===== src/sv/acpu_pkg.sv =====
// ----------------------------------------------------------------------------
// acpu_pkg: shared types and constants
// Status codes, opcodes and the controller/datapath command and status structures.
// ----------------------------------------------------------------------------
package acpu_pkg;

  localparam int unsigned MemWordsDefault = 1024;

  typedef enum logic [2:0] {
    ST_OK   = 3'd0,
    ST_HALT = 3'd1,
    ST_MEM  = 3'd2,
    ST_DEV  = 3'd3,
    ST_INV  = 3'd4
  } status_t;

  localparam logic [4:0] OP_NOP  = 5'd0;
  localparam logic [4:0] OP_HALT = 5'd1;
  localparam logic [4:0] OP_LDI  = 5'd2;
  localparam logic [4:0] OP_LD   = 5'd3;
  localparam logic [4:0] OP_LDX  = 5'd4;
  localparam logic [4:0] OP_ST   = 5'd5;
  localparam logic [4:0] OP_STX  = 5'd6;
  localparam logic [4:0] OP_TAX  = 5'd7;
  localparam logic [4:0] OP_TXA  = 5'd8;
  localparam logic [4:0] OP_INX  = 5'd9;
  localparam logic [4:0] OP_ADD  = 5'd10;
  localparam logic [4:0] OP_SUB  = 5'd11;
  localparam logic [4:0] OP_MUL  = 5'd12;
  localparam logic [4:0] OP_DIV  = 5'd13;
  localparam logic [4:0] OP_REM  = 5'd14;
  localparam logic [4:0] OP_NEG  = 5'd15;
  localparam logic [4:0] OP_JMP  = 5'd16;
  localparam logic [4:0] OP_JZ   = 5'd17;
  localparam logic [4:0] OP_JNZ  = 5'd18;
  localparam logic [4:0] OP_IN   = 5'd19;
  localparam logic [4:0] OP_OUT  = 5'd20;

  // Address source for a memory access.
  typedef enum logic [1:0] {
    AS_PC   = 2'd0,
    AS_PC1  = 2'd1,
    AS_OPND = 2'd2,
    AS_OPX  = 2'd3
  } addr_sel_t;

  // Commands from the controller to the datapath.
  typedef struct packed {
    logic      load_wr;    // write load word
    logic      mem_rd;     // issue read at sel address
    logic      mem_wr;     // write A at sel address
    addr_sel_t sel;
    logic      cap_op;     // capture read data as opcode
    logic      cap_opnd;   // capture read data as operand
    logic      exec;       // register update for the current opcode
    logic      mul;        // A = A * val
    logic      div_start;  // start divide of A by val
    logic      div_done_wr;// write divider result to A
    logic      fault_addr; // record sel address as memory fault
  } acpu_cmd_t;

  // Status from the datapath to the controller.
  typedef struct packed {
    logic       addr_bad;  // sel address outside memory
    logic [4:0] op_lo;
    logic       op_big;    // opcode above twenty
    logic       acc_zero;
    logic       val_zero;
    logic       div_busy;
  } acpu_stat_t;

endpackage


===== src/sv/acpu_ctrl.sv =====
// ----------------------------------------------------------------------------
// acpu_ctrl: instruction sequencer
// Walks fetch, operand read, data access and execute, then holds the result.
// ----------------------------------------------------------------------------
module acpu_ctrl (
  input  logic                 clk,
  input  logic                 rst_n,
  input  logic                 in_valid,
  output logic                 in_ready,
  input  logic                 in_req_type,
  input  logic                 in_dev_in_ok,
  input  logic                 in_dev_out_ok,
  output logic                 out_valid,
  input  logic                 out_ready,
  input  acpu_pkg::status_t    status,
  input  acpu_pkg::acpu_stat_t stat,
  output acpu_pkg::acpu_cmd_t  cmd,
  output logic                 set_status,
  output acpu_pkg::status_t    new_status,
  output logic                 set_dev_fault,
  output logic                 dev_fault_num,
  output logic                 pc_add1,
  output logic                 pc_add2,
  output logic                 pc_jump,
  output logic                 dev_out_valid,
  output logic                 dev_in_taken
);

  typedef enum logic [3:0] {
    S_IDLE, S_FETCH, S_DECODE, S_OPND, S_OPWAIT, S_DATA, S_DWAIT,
    S_DIVRUN, S_DIVWAIT, S_OUT
  } state_t;

  state_t     state_r;
  logic [4:0] op_r;
  logic       dok_in_r, dok_out_r;
  logic       dov_r, dit_r;

  always_comb begin
    cmd           = '0;
    set_status    = 1'b0;
    new_status    = acpu_pkg::ST_OK;
    set_dev_fault = 1'b0;
    dev_fault_num = 1'b0;
    pc_add1       = 1'b0;
    pc_add2       = 1'b0;
    pc_jump       = 1'b0;
    case (state_r)
      S_IDLE: begin
        if (in_valid && !in_req_type) cmd.load_wr = 1'b1;
      end
      S_FETCH: begin
        cmd.sel = acpu_pkg::AS_PC;
        if (stat.addr_bad) begin
          cmd.fault_addr = 1'b1;
          set_status = 1'b1;
          new_status = acpu_pkg::ST_MEM;
        end else begin
          cmd.mem_rd = 1'b1;
        end
      end
      S_DECODE: begin
        cmd.cap_op = 1'b1;
        if (stat.op_big) begin
          set_status = 1'b1;
          new_status = acpu_pkg::ST_INV;
        end else begin
          case (stat.op_lo)
            acpu_pkg::OP_NOP: pc_add1 = 1'b1;
            acpu_pkg::OP_HALT: begin
              pc_add1 = 1'b1;
              set_status = 1'b1;
              new_status = acpu_pkg::ST_HALT;
            end
            acpu_pkg::OP_TAX, acpu_pkg::OP_TXA, acpu_pkg::OP_INX,
            acpu_pkg::OP_NEG: begin
              pc_add1 = 1'b1;
              cmd.exec = 1'b1;
            end
            acpu_pkg::OP_IN: begin
              if (dok_in_r) begin
                pc_add2 = 1'b1;
                cmd.exec = 1'b1;
              end else begin
                set_dev_fault = 1'b1;
                set_status = 1'b1;
                new_status = acpu_pkg::ST_DEV;
              end
            end
            acpu_pkg::OP_OUT: begin
              if (dok_out_r) begin
                pc_add2 = 1'b1;
              end else begin
                set_dev_fault = 1'b1;
                dev_fault_num = 1'b1;
                set_status = 1'b1;
                new_status = acpu_pkg::ST_DEV;
              end
            end
            acpu_pkg::OP_JZ:  if (!stat.acc_zero) pc_add2 = 1'b1;
            acpu_pkg::OP_JNZ: if (stat.acc_zero) pc_add2 = 1'b1;
            default: ;
          endcase
        end
      end
      S_OPND: begin
        cmd.sel = acpu_pkg::AS_PC1;
        if (stat.addr_bad) begin
          cmd.fault_addr = 1'b1;
          set_status = 1'b1;
          new_status = acpu_pkg::ST_MEM;
        end else begin
          cmd.mem_rd = 1'b1;
        end
      end
      S_OPWAIT: begin
        cmd.cap_opnd = 1'b1;
      end
      S_DATA: begin
        cmd.sel = (op_r == acpu_pkg::OP_LDX || op_r == acpu_pkg::OP_STX) ?
                  acpu_pkg::AS_OPX : acpu_pkg::AS_OPND;
        case (op_r)
          acpu_pkg::OP_LDI: begin
            cmd.exec = 1'b1;
            pc_add2 = 1'b1;
          end
          acpu_pkg::OP_JMP, acpu_pkg::OP_JZ, acpu_pkg::OP_JNZ: pc_jump = 1'b1;
          default: begin
            if (stat.addr_bad) begin
              cmd.fault_addr = 1'b1;
              set_status = 1'b1;
              new_status = acpu_pkg::ST_MEM;
            end else if (op_r == acpu_pkg::OP_ST || op_r == acpu_pkg::OP_STX) begin
              cmd.mem_wr = 1'b1;
              pc_add2 = 1'b1;
            end else begin
              cmd.mem_rd = 1'b1;
            end
          end
        endcase
      end
      S_DWAIT: begin
        if (op_r == acpu_pkg::OP_MUL) begin
          cmd.mul = 1'b1;
          pc_add2 = 1'b1;
        end else if (op_r == acpu_pkg::OP_DIV || op_r == acpu_pkg::OP_REM) begin
          if (stat.val_zero) begin
            set_status = 1'b1;
            new_status = acpu_pkg::ST_INV;
          end else begin
            cmd.div_start = 1'b1;
          end
        end else begin
          cmd.exec = 1'b1;
          pc_add2 = 1'b1;
        end
      end
      S_DIVWAIT: begin
        if (!stat.div_busy) begin
          cmd.div_done_wr = 1'b1;
          pc_add2 = 1'b1;
        end
      end
      default: ;
    endcase
  end

  always_ff @(posedge clk) begin
    if (!rst_n) begin
      state_r   <= S_IDLE;
      op_r      <= '0;
      dok_in_r  <= 1'b0;
      dok_out_r <= 1'b0;
      dov_r     <= 1'b0;
      dit_r     <= 1'b0;
    end else begin
      case (state_r)
        S_IDLE: begin
          if (in_valid) begin
            dok_in_r  <= in_dev_in_ok;
            dok_out_r <= in_dev_out_ok;
            dov_r     <= 1'b0;
            dit_r     <= 1'b0;
            if (in_req_type && status == acpu_pkg::ST_OK) state_r <= S_FETCH;
            else state_r <= S_OUT;
          end
        end
        S_FETCH:  state_r <= stat.addr_bad ? S_OUT : S_DECODE;
        S_DECODE: begin
          op_r <= stat.op_lo;
          if (stat.op_big) begin
            state_r <= S_OUT;
          end else begin
            case (stat.op_lo)
              acpu_pkg::OP_NOP, acpu_pkg::OP_HALT, acpu_pkg::OP_TAX,
              acpu_pkg::OP_TXA, acpu_pkg::OP_INX, acpu_pkg::OP_NEG:
                state_r <= S_OUT;
              acpu_pkg::OP_IN: begin
                dit_r <= dok_in_r;
                state_r <= S_OUT;
              end
              acpu_pkg::OP_OUT: begin
                dov_r <= dok_out_r;
                state_r <= S_OUT;
              end
              acpu_pkg::OP_JZ:  state_r <= stat.acc_zero ? S_OPND : S_OUT;
              acpu_pkg::OP_JNZ: state_r <= stat.acc_zero ? S_OUT : S_OPND;
              default: state_r <= S_OPND;
            endcase
          end
        end
        S_OPND:   state_r <= stat.addr_bad ? S_OUT : S_OPWAIT;
        S_OPWAIT: state_r <= S_DATA;
        S_DATA: begin
          if (op_r == acpu_pkg::OP_LDI || op_r == acpu_pkg::OP_JMP ||
              op_r == acpu_pkg::OP_JZ || op_r == acpu_pkg::OP_JNZ ||
              op_r == acpu_pkg::OP_ST || op_r == acpu_pkg::OP_STX || stat.addr_bad)
            state_r <= S_OUT;
          else
            state_r <= S_DWAIT;
        end
        S_DWAIT: begin
          if ((op_r == acpu_pkg::OP_DIV || op_r == acpu_pkg::OP_REM) && !stat.val_zero)
            state_r <= S_DIVRUN;
          else
            state_r <= S_OUT;
        end
        S_DIVRUN:  state_r <= S_DIVWAIT;
        S_DIVWAIT: if (!stat.div_busy) state_r <= S_OUT;
        S_OUT:     if (out_ready) state_r <= S_IDLE;
        default:   state_r <= S_IDLE;
      endcase
    end
  end

  assign in_ready      = (state_r == S_IDLE);
  assign out_valid     = (state_r == S_OUT);
  assign dev_out_valid = dov_r;
  assign dev_in_taken  = dit_r;

`ifndef SYNTHESIS
  a_no_in_while_busy: assert property (@(posedge clk) disable iff (!rst_n)
    out_valid |-> !in_ready) else $error("input ready while result pending");
  a_div_wait: assert property (@(posedge clk) disable iff (!rst_n)
    (state_r == S_DIVRUN) |-> stat.div_busy) else $error("divider not running");
  a_one_pc_update: assert property (@(posedge clk) disable iff (!rst_n)
    $countones({pc_add1, pc_add2, pc_jump}) <= 1) else $error("conflicting PC updates");
  a_single_wr: assert property (@(posedge clk) disable iff (!rst_n)
    !(cmd.load_wr && cmd.mem_wr)) else $error("two memory writes");
`endif

endmodule


===== config.mk =====
export PLATFORM = sky130hd
export DESIGN_NAME = acpu_ctrl
export DESIGN_NICKNAME = d
export VERILOG_FILES = /design/src/sv/acpu_pkg.sv /design/src/sv/acpu_ctrl.sv
export SDC_FILE = /design/constraint.sdc
export NUM_CORES = 1
export LEC_CHECK = 0
export ABC_AREA = 1
export BUFFER_PORTS_ARGS = -buffer_cell sky130_fd_sc_hd__clkbuf_2
export CORE_MARGIN = 2
export CORE_UTILIZATION = 40
export DETAILED_ROUTE_END_ITERATION = 7
export PLACE_DENSITY = 0.78
export SYNTH_ARGS = -nofsm -noshare
export SYNTH_HDL_FRONTEND = slang
export SYNTH_SLANG_ARGS = --single-unit

===== constraint.sdc =====
create_clock -name clk -period 3.1 [get_ports clk]
set_clock_uncertainty 0.1 [all_clocks]
set_input_delay 0.62 -clock clk [delete_from_list [all_inputs] [get_ports clk]]
set_output_delay 0.62 -clock clk [all_outputs]
set_load 0.03 [all_outputs]

==> summary by stage <==
Status
The flow ran to the end, and the final reports show no timing, DRC or antenna violations.

Placement
Detailed placement ended at an HPWL of 2400 um. The final RePlAce weighted congestion is 0.915. The count of input and output buffers is 44. In this run, placement finished with an instance count of 264.

STA
Setup violations remaining at the end of the flow were counted as 0. The number of endpoints with negative hold slack in the final report is 0. The ratio of final minimum period to clock period is 83.1%. The count of pins over their slew limit was 0. Setup repair after global routing left no endpoint under its margin. The slew at the pin closest to its max-slew limit is 309 ps.

The remaining max-slew budget at the tightest pin is 79.2%. The clock period could shrink to 2580 ps. Static timing analysis puts the maximum clock frequency at 388 MHz.

For the final routed database, the setup TNS stands at 0 ps.

Drt
The per-cell routed wire length is 10.7 um. Dividing the detail-routed via count by the number of cells gives 5.03. For this block, the initial DRC count from the detailed router was 31. Summing over every cut layer, the via total after detailed routing is 1,349. The remaining routing DRC violations is 0. The total routed wirelength is 2880 um.

For this run, the detailed router's first-pass iteration total came to 4. The number of nets still failing antenna checks after routing is 0.

Floorplan
The horizontal die dimension is 56.1 um. The top-level I/O count is 45. In this run the core area contains 18 standard-cell rows. The initial core utilization is 43.1%. The y dimension of the die is 56.1 um.

The area of the die is 0.00315 sq mm. The region available for standard cell placement spans 0.00252 sq mm.

Critical path
Grouping stages by cell kind, the critical path spends the most delay in simple AND/OR/NAND/NOR gates. The endpoint required time on the critical path is 2380 ps. The worst flop-to-flop path endpoint is state_r[1]. Data arrives at the worst endpoint at 1860 ps. STA classifies the critical path endpoint as an output port.

The type of origin of the critical path is an input port. The category of the critical setup timing path is input port to output port. The highest cell delay on the worst timing path is 270 ps. The timing startpoint of the critical path is stat[7]. Measured in cells, the most critical reg-to-reg path has a length of 9. The startpoint of the worst register-to-register path is state_r[3]. The number of stages on the worst setup path is 7. Of all nets on the critical path, the largest fanout is 4. The worst path buffer plus inverter count is 2. Walking the worst path, the cells encountered are clkbuf_2, nor2_1, nand3_1, o21ai_0, o21ai_0, nor2_1, clkbuf_2. Across all register-to-register paths, the minimum setup slack is 1610 ps.

The cell at the slowest stage of the critical path is sky130_fd_sc_hd__o21ai_0.

CTS
Once the clock tree was built, the resizer swapped 0 gates to a different size. The number of levels the H-tree was split into is 1. After clock tree synthesis, the clock-pin slew on the worst setup and hold paths is 80 ps. The TritonCTS clock tree is built. The tree built by TritonCTS fans out to 13 sinks. Counting the buffers created by CTS gives 3.

The root cell of the clock tree is sky130_fd_sc_hd__clkbuf_4. The count of hold buffers inserted by post-cts repair is 0. At the later pin of the worst-skew pair, clock insertion delay measures 270 ps. The longest clock path from root to sink contains 2 buffers. The number of post-CTS setup repair buffers is 0.

Synthesis
sky130_fd_sc_hd__nand2_1 is the most common cell in the netlist. Ranked by instance count, the synthesized netlist is headed by 42 x sky130_fd_sc_hd__nand2_1, 30 x sky130_fd_sc_hd__nor2_1, 28 x sky130_fd_sc_hd__inv_1. Ranked by total cell area, the synthesized netlist is headed by sky130_fd_sc_hd__dfxtp_1 24%, sky130_fd_sc_hd__nand2_1 14%, sky130_fd_sc_hd__nor2_1 10%. The leading area contributor after synthesis is sky130_fd_sc_hd__dfxtp_1. The cell count after synthesis came out at 190. The flip-flop cell with the highest count after synthesis is sky130_fd_sc_hd__dfxtp_1.

After synthesis the cells add up to 0.00109 sq mm. In this run, synthesis inferred 0 flip-flops with an integrated enable. Synthesis produced a netlist with a net count of 210. Of all flip-flops after synthesis, the portion carrying an async set or reset was 0%. Yosys printed 0 warnings. The count of state elements after synthesis is 13. Summing the sequential cell areas from Yosys gives 23.9% of the chip area.

The mean cell area of the mapped netlist is 5.72 sq um. The top-area cell type share of the netlist area is 23.9%. Counting distinct cell types in the post-synthesis netlist gives 25.

Global route
The number of global-route vias before repair was 1,170. Entering global routing, the biggest net connects 11 pins. Global routing used 18.6% of the available tracks.

The initial antenna violation count came to 0. The first global-routing pass estimated 4790 um of wire. The total overflow left after global routing is 0.

Hold path
The worst-case hold path end point is op_r[3]. The hold path startpoint is op_r[3]. The worst min-delay path class is register to register. The hold path depth is 2.

Pwr
The power per unit of standard cell area is 521 mW/mm^2. The maximum vdd drop is 282 uV. Summed over all cells, the static leakage comes to 0.723 nW.

Layout
The number of non-filler instances in the completed layout is 268. The proportion of layout cells with a drive suffix above 1 is 26.9%. At the end of the flow, the number of nets in the layout was 259. 0 antenna diodes ended up in the layout. The area growth from synthesis to layout is 25.8%.

Flow run
The number of max-capacitance violations reported is 0.
[metrics by stage]
| step | cell area, sq um | worst slack, ps | hold slack, ps | util [%] | power (W) |
|---|---|---|---|---|---|
| 2_1_floorplan | 1090 | 491 | 349 | - | 0.000515 |
| 3_3_place_gp | 1340 | 574 | 381 | 53.2 | 0.000611 |
| 3_5_place_dp | 1340 | 557 | 381 | 53.2 | 0.000612 |
| 4_1_cts | 1370 | 545 | 395 | 54.2 | 0.000716 |
| 5_1_grt | 1370 | 342 | 427 | 54.2 | 0.000772 |
| 6_report | 1370 | 524 | 394 | 54.2 | 0.000713 |
[worst max-delay path by stage]
stage | end | slack [ps]
after detailed placement | new_status[0] | 560
after global placement | pc_add2 | 570
after floorplan | new_status[1] | 490
after global routing | new_status[1] | 340
final | new_status[0] | 520
after CTS | new_status[0] | 550
[flip-flops by register name, indices dropped and copies added (netlist names)]
| signal | cells |
|---|---|
| state_r | 4 |
| op_r | 5 |
| dev_out_valid | 1 |
| dok_in_r | 1 |
| dok_out_r | 1 |
| dev_in_taken | 1 |
[placed cells by master, fill, tap and decap left out, types with 2 or more instances in the layout]
cell type                  synthesis  routed
sky130_fd_sc_hd__a21oi_1          12      12
sky130_fd_sc_hd__clkbuf_2          0      44
sky130_fd_sc_hd__clkbuf_4          0       3
sky130_fd_sc_hd__dfxtp_1          13      13
sky130_fd_sc_hd__inv_1            28      28
sky130_fd_sc_hd__inv_2             4       4
sky130_fd_sc_hd__nand2_1          42      42
sky130_fd_sc_hd__nand2_2           3       3
sky130_fd_sc_hd__nand3_1          11      11
sky130_fd_sc_hd__nand4_1           3       3
sky130_fd_sc_hd__nor2_1           30      30
sky130_fd_sc_hd__nor2_2            4       4
sky130_fd_sc_hd__nor2_4            2       2
sky130_fd_sc_hd__nor3_1            6       6
sky130_fd_sc_hd__o211ai_1          3       3
sky130_fd_sc_hd__o21ai_0          17      17
sky130_fd_sc_hd__o31ai_1           2       2
[routing by layer]
layer / wire [um] / vias to the layer above / GRT usage [%]
met4: 50 / 0 / 5.78
met5: 0 / - / 0
met1: 1430 / 583 / 23.8
met3: 152 / 8 / 3.49
li1: - / 717 / -
met2: 1240 / 41 / 31.4
[cells by family after synthesis]
logic type | count (synthesis) | synth area share (%)
and+or+nand+nor | 105 | 43.7
AOI/OAI and AO/OA | 39 | 20.3
buffers and inverters | 33 | 12.1
DFF | 13 | 23.9
[layout make-up]
cell class                 count  area (sq um)
timing repair buffer          45           228
clock buffer                   4          26.3
sequential                    13           260
tap                           30          37.5
fill                         291          1150
multi-input combinational    144           696
inverter                      32           120
[worst min-delay path: cells and delay by family, from the launching register on]
family / cells / cell delay [ps]
flip-flops: 1 / 320
buffers and inverters: 1 / 70
AO/OA/AOI/OAI: 1 / 60
[where the power goes]
part           internal [W]  switching (W)  total, W  leakage, nW
logic              0.000119       0.000270  0.000389        0.603
registers          0.000194      0.0000255  0.000220        0.106
clock network     0.0000498      0.0000542  0.000104       0.0150
Power figures use the tool's default switching activity.
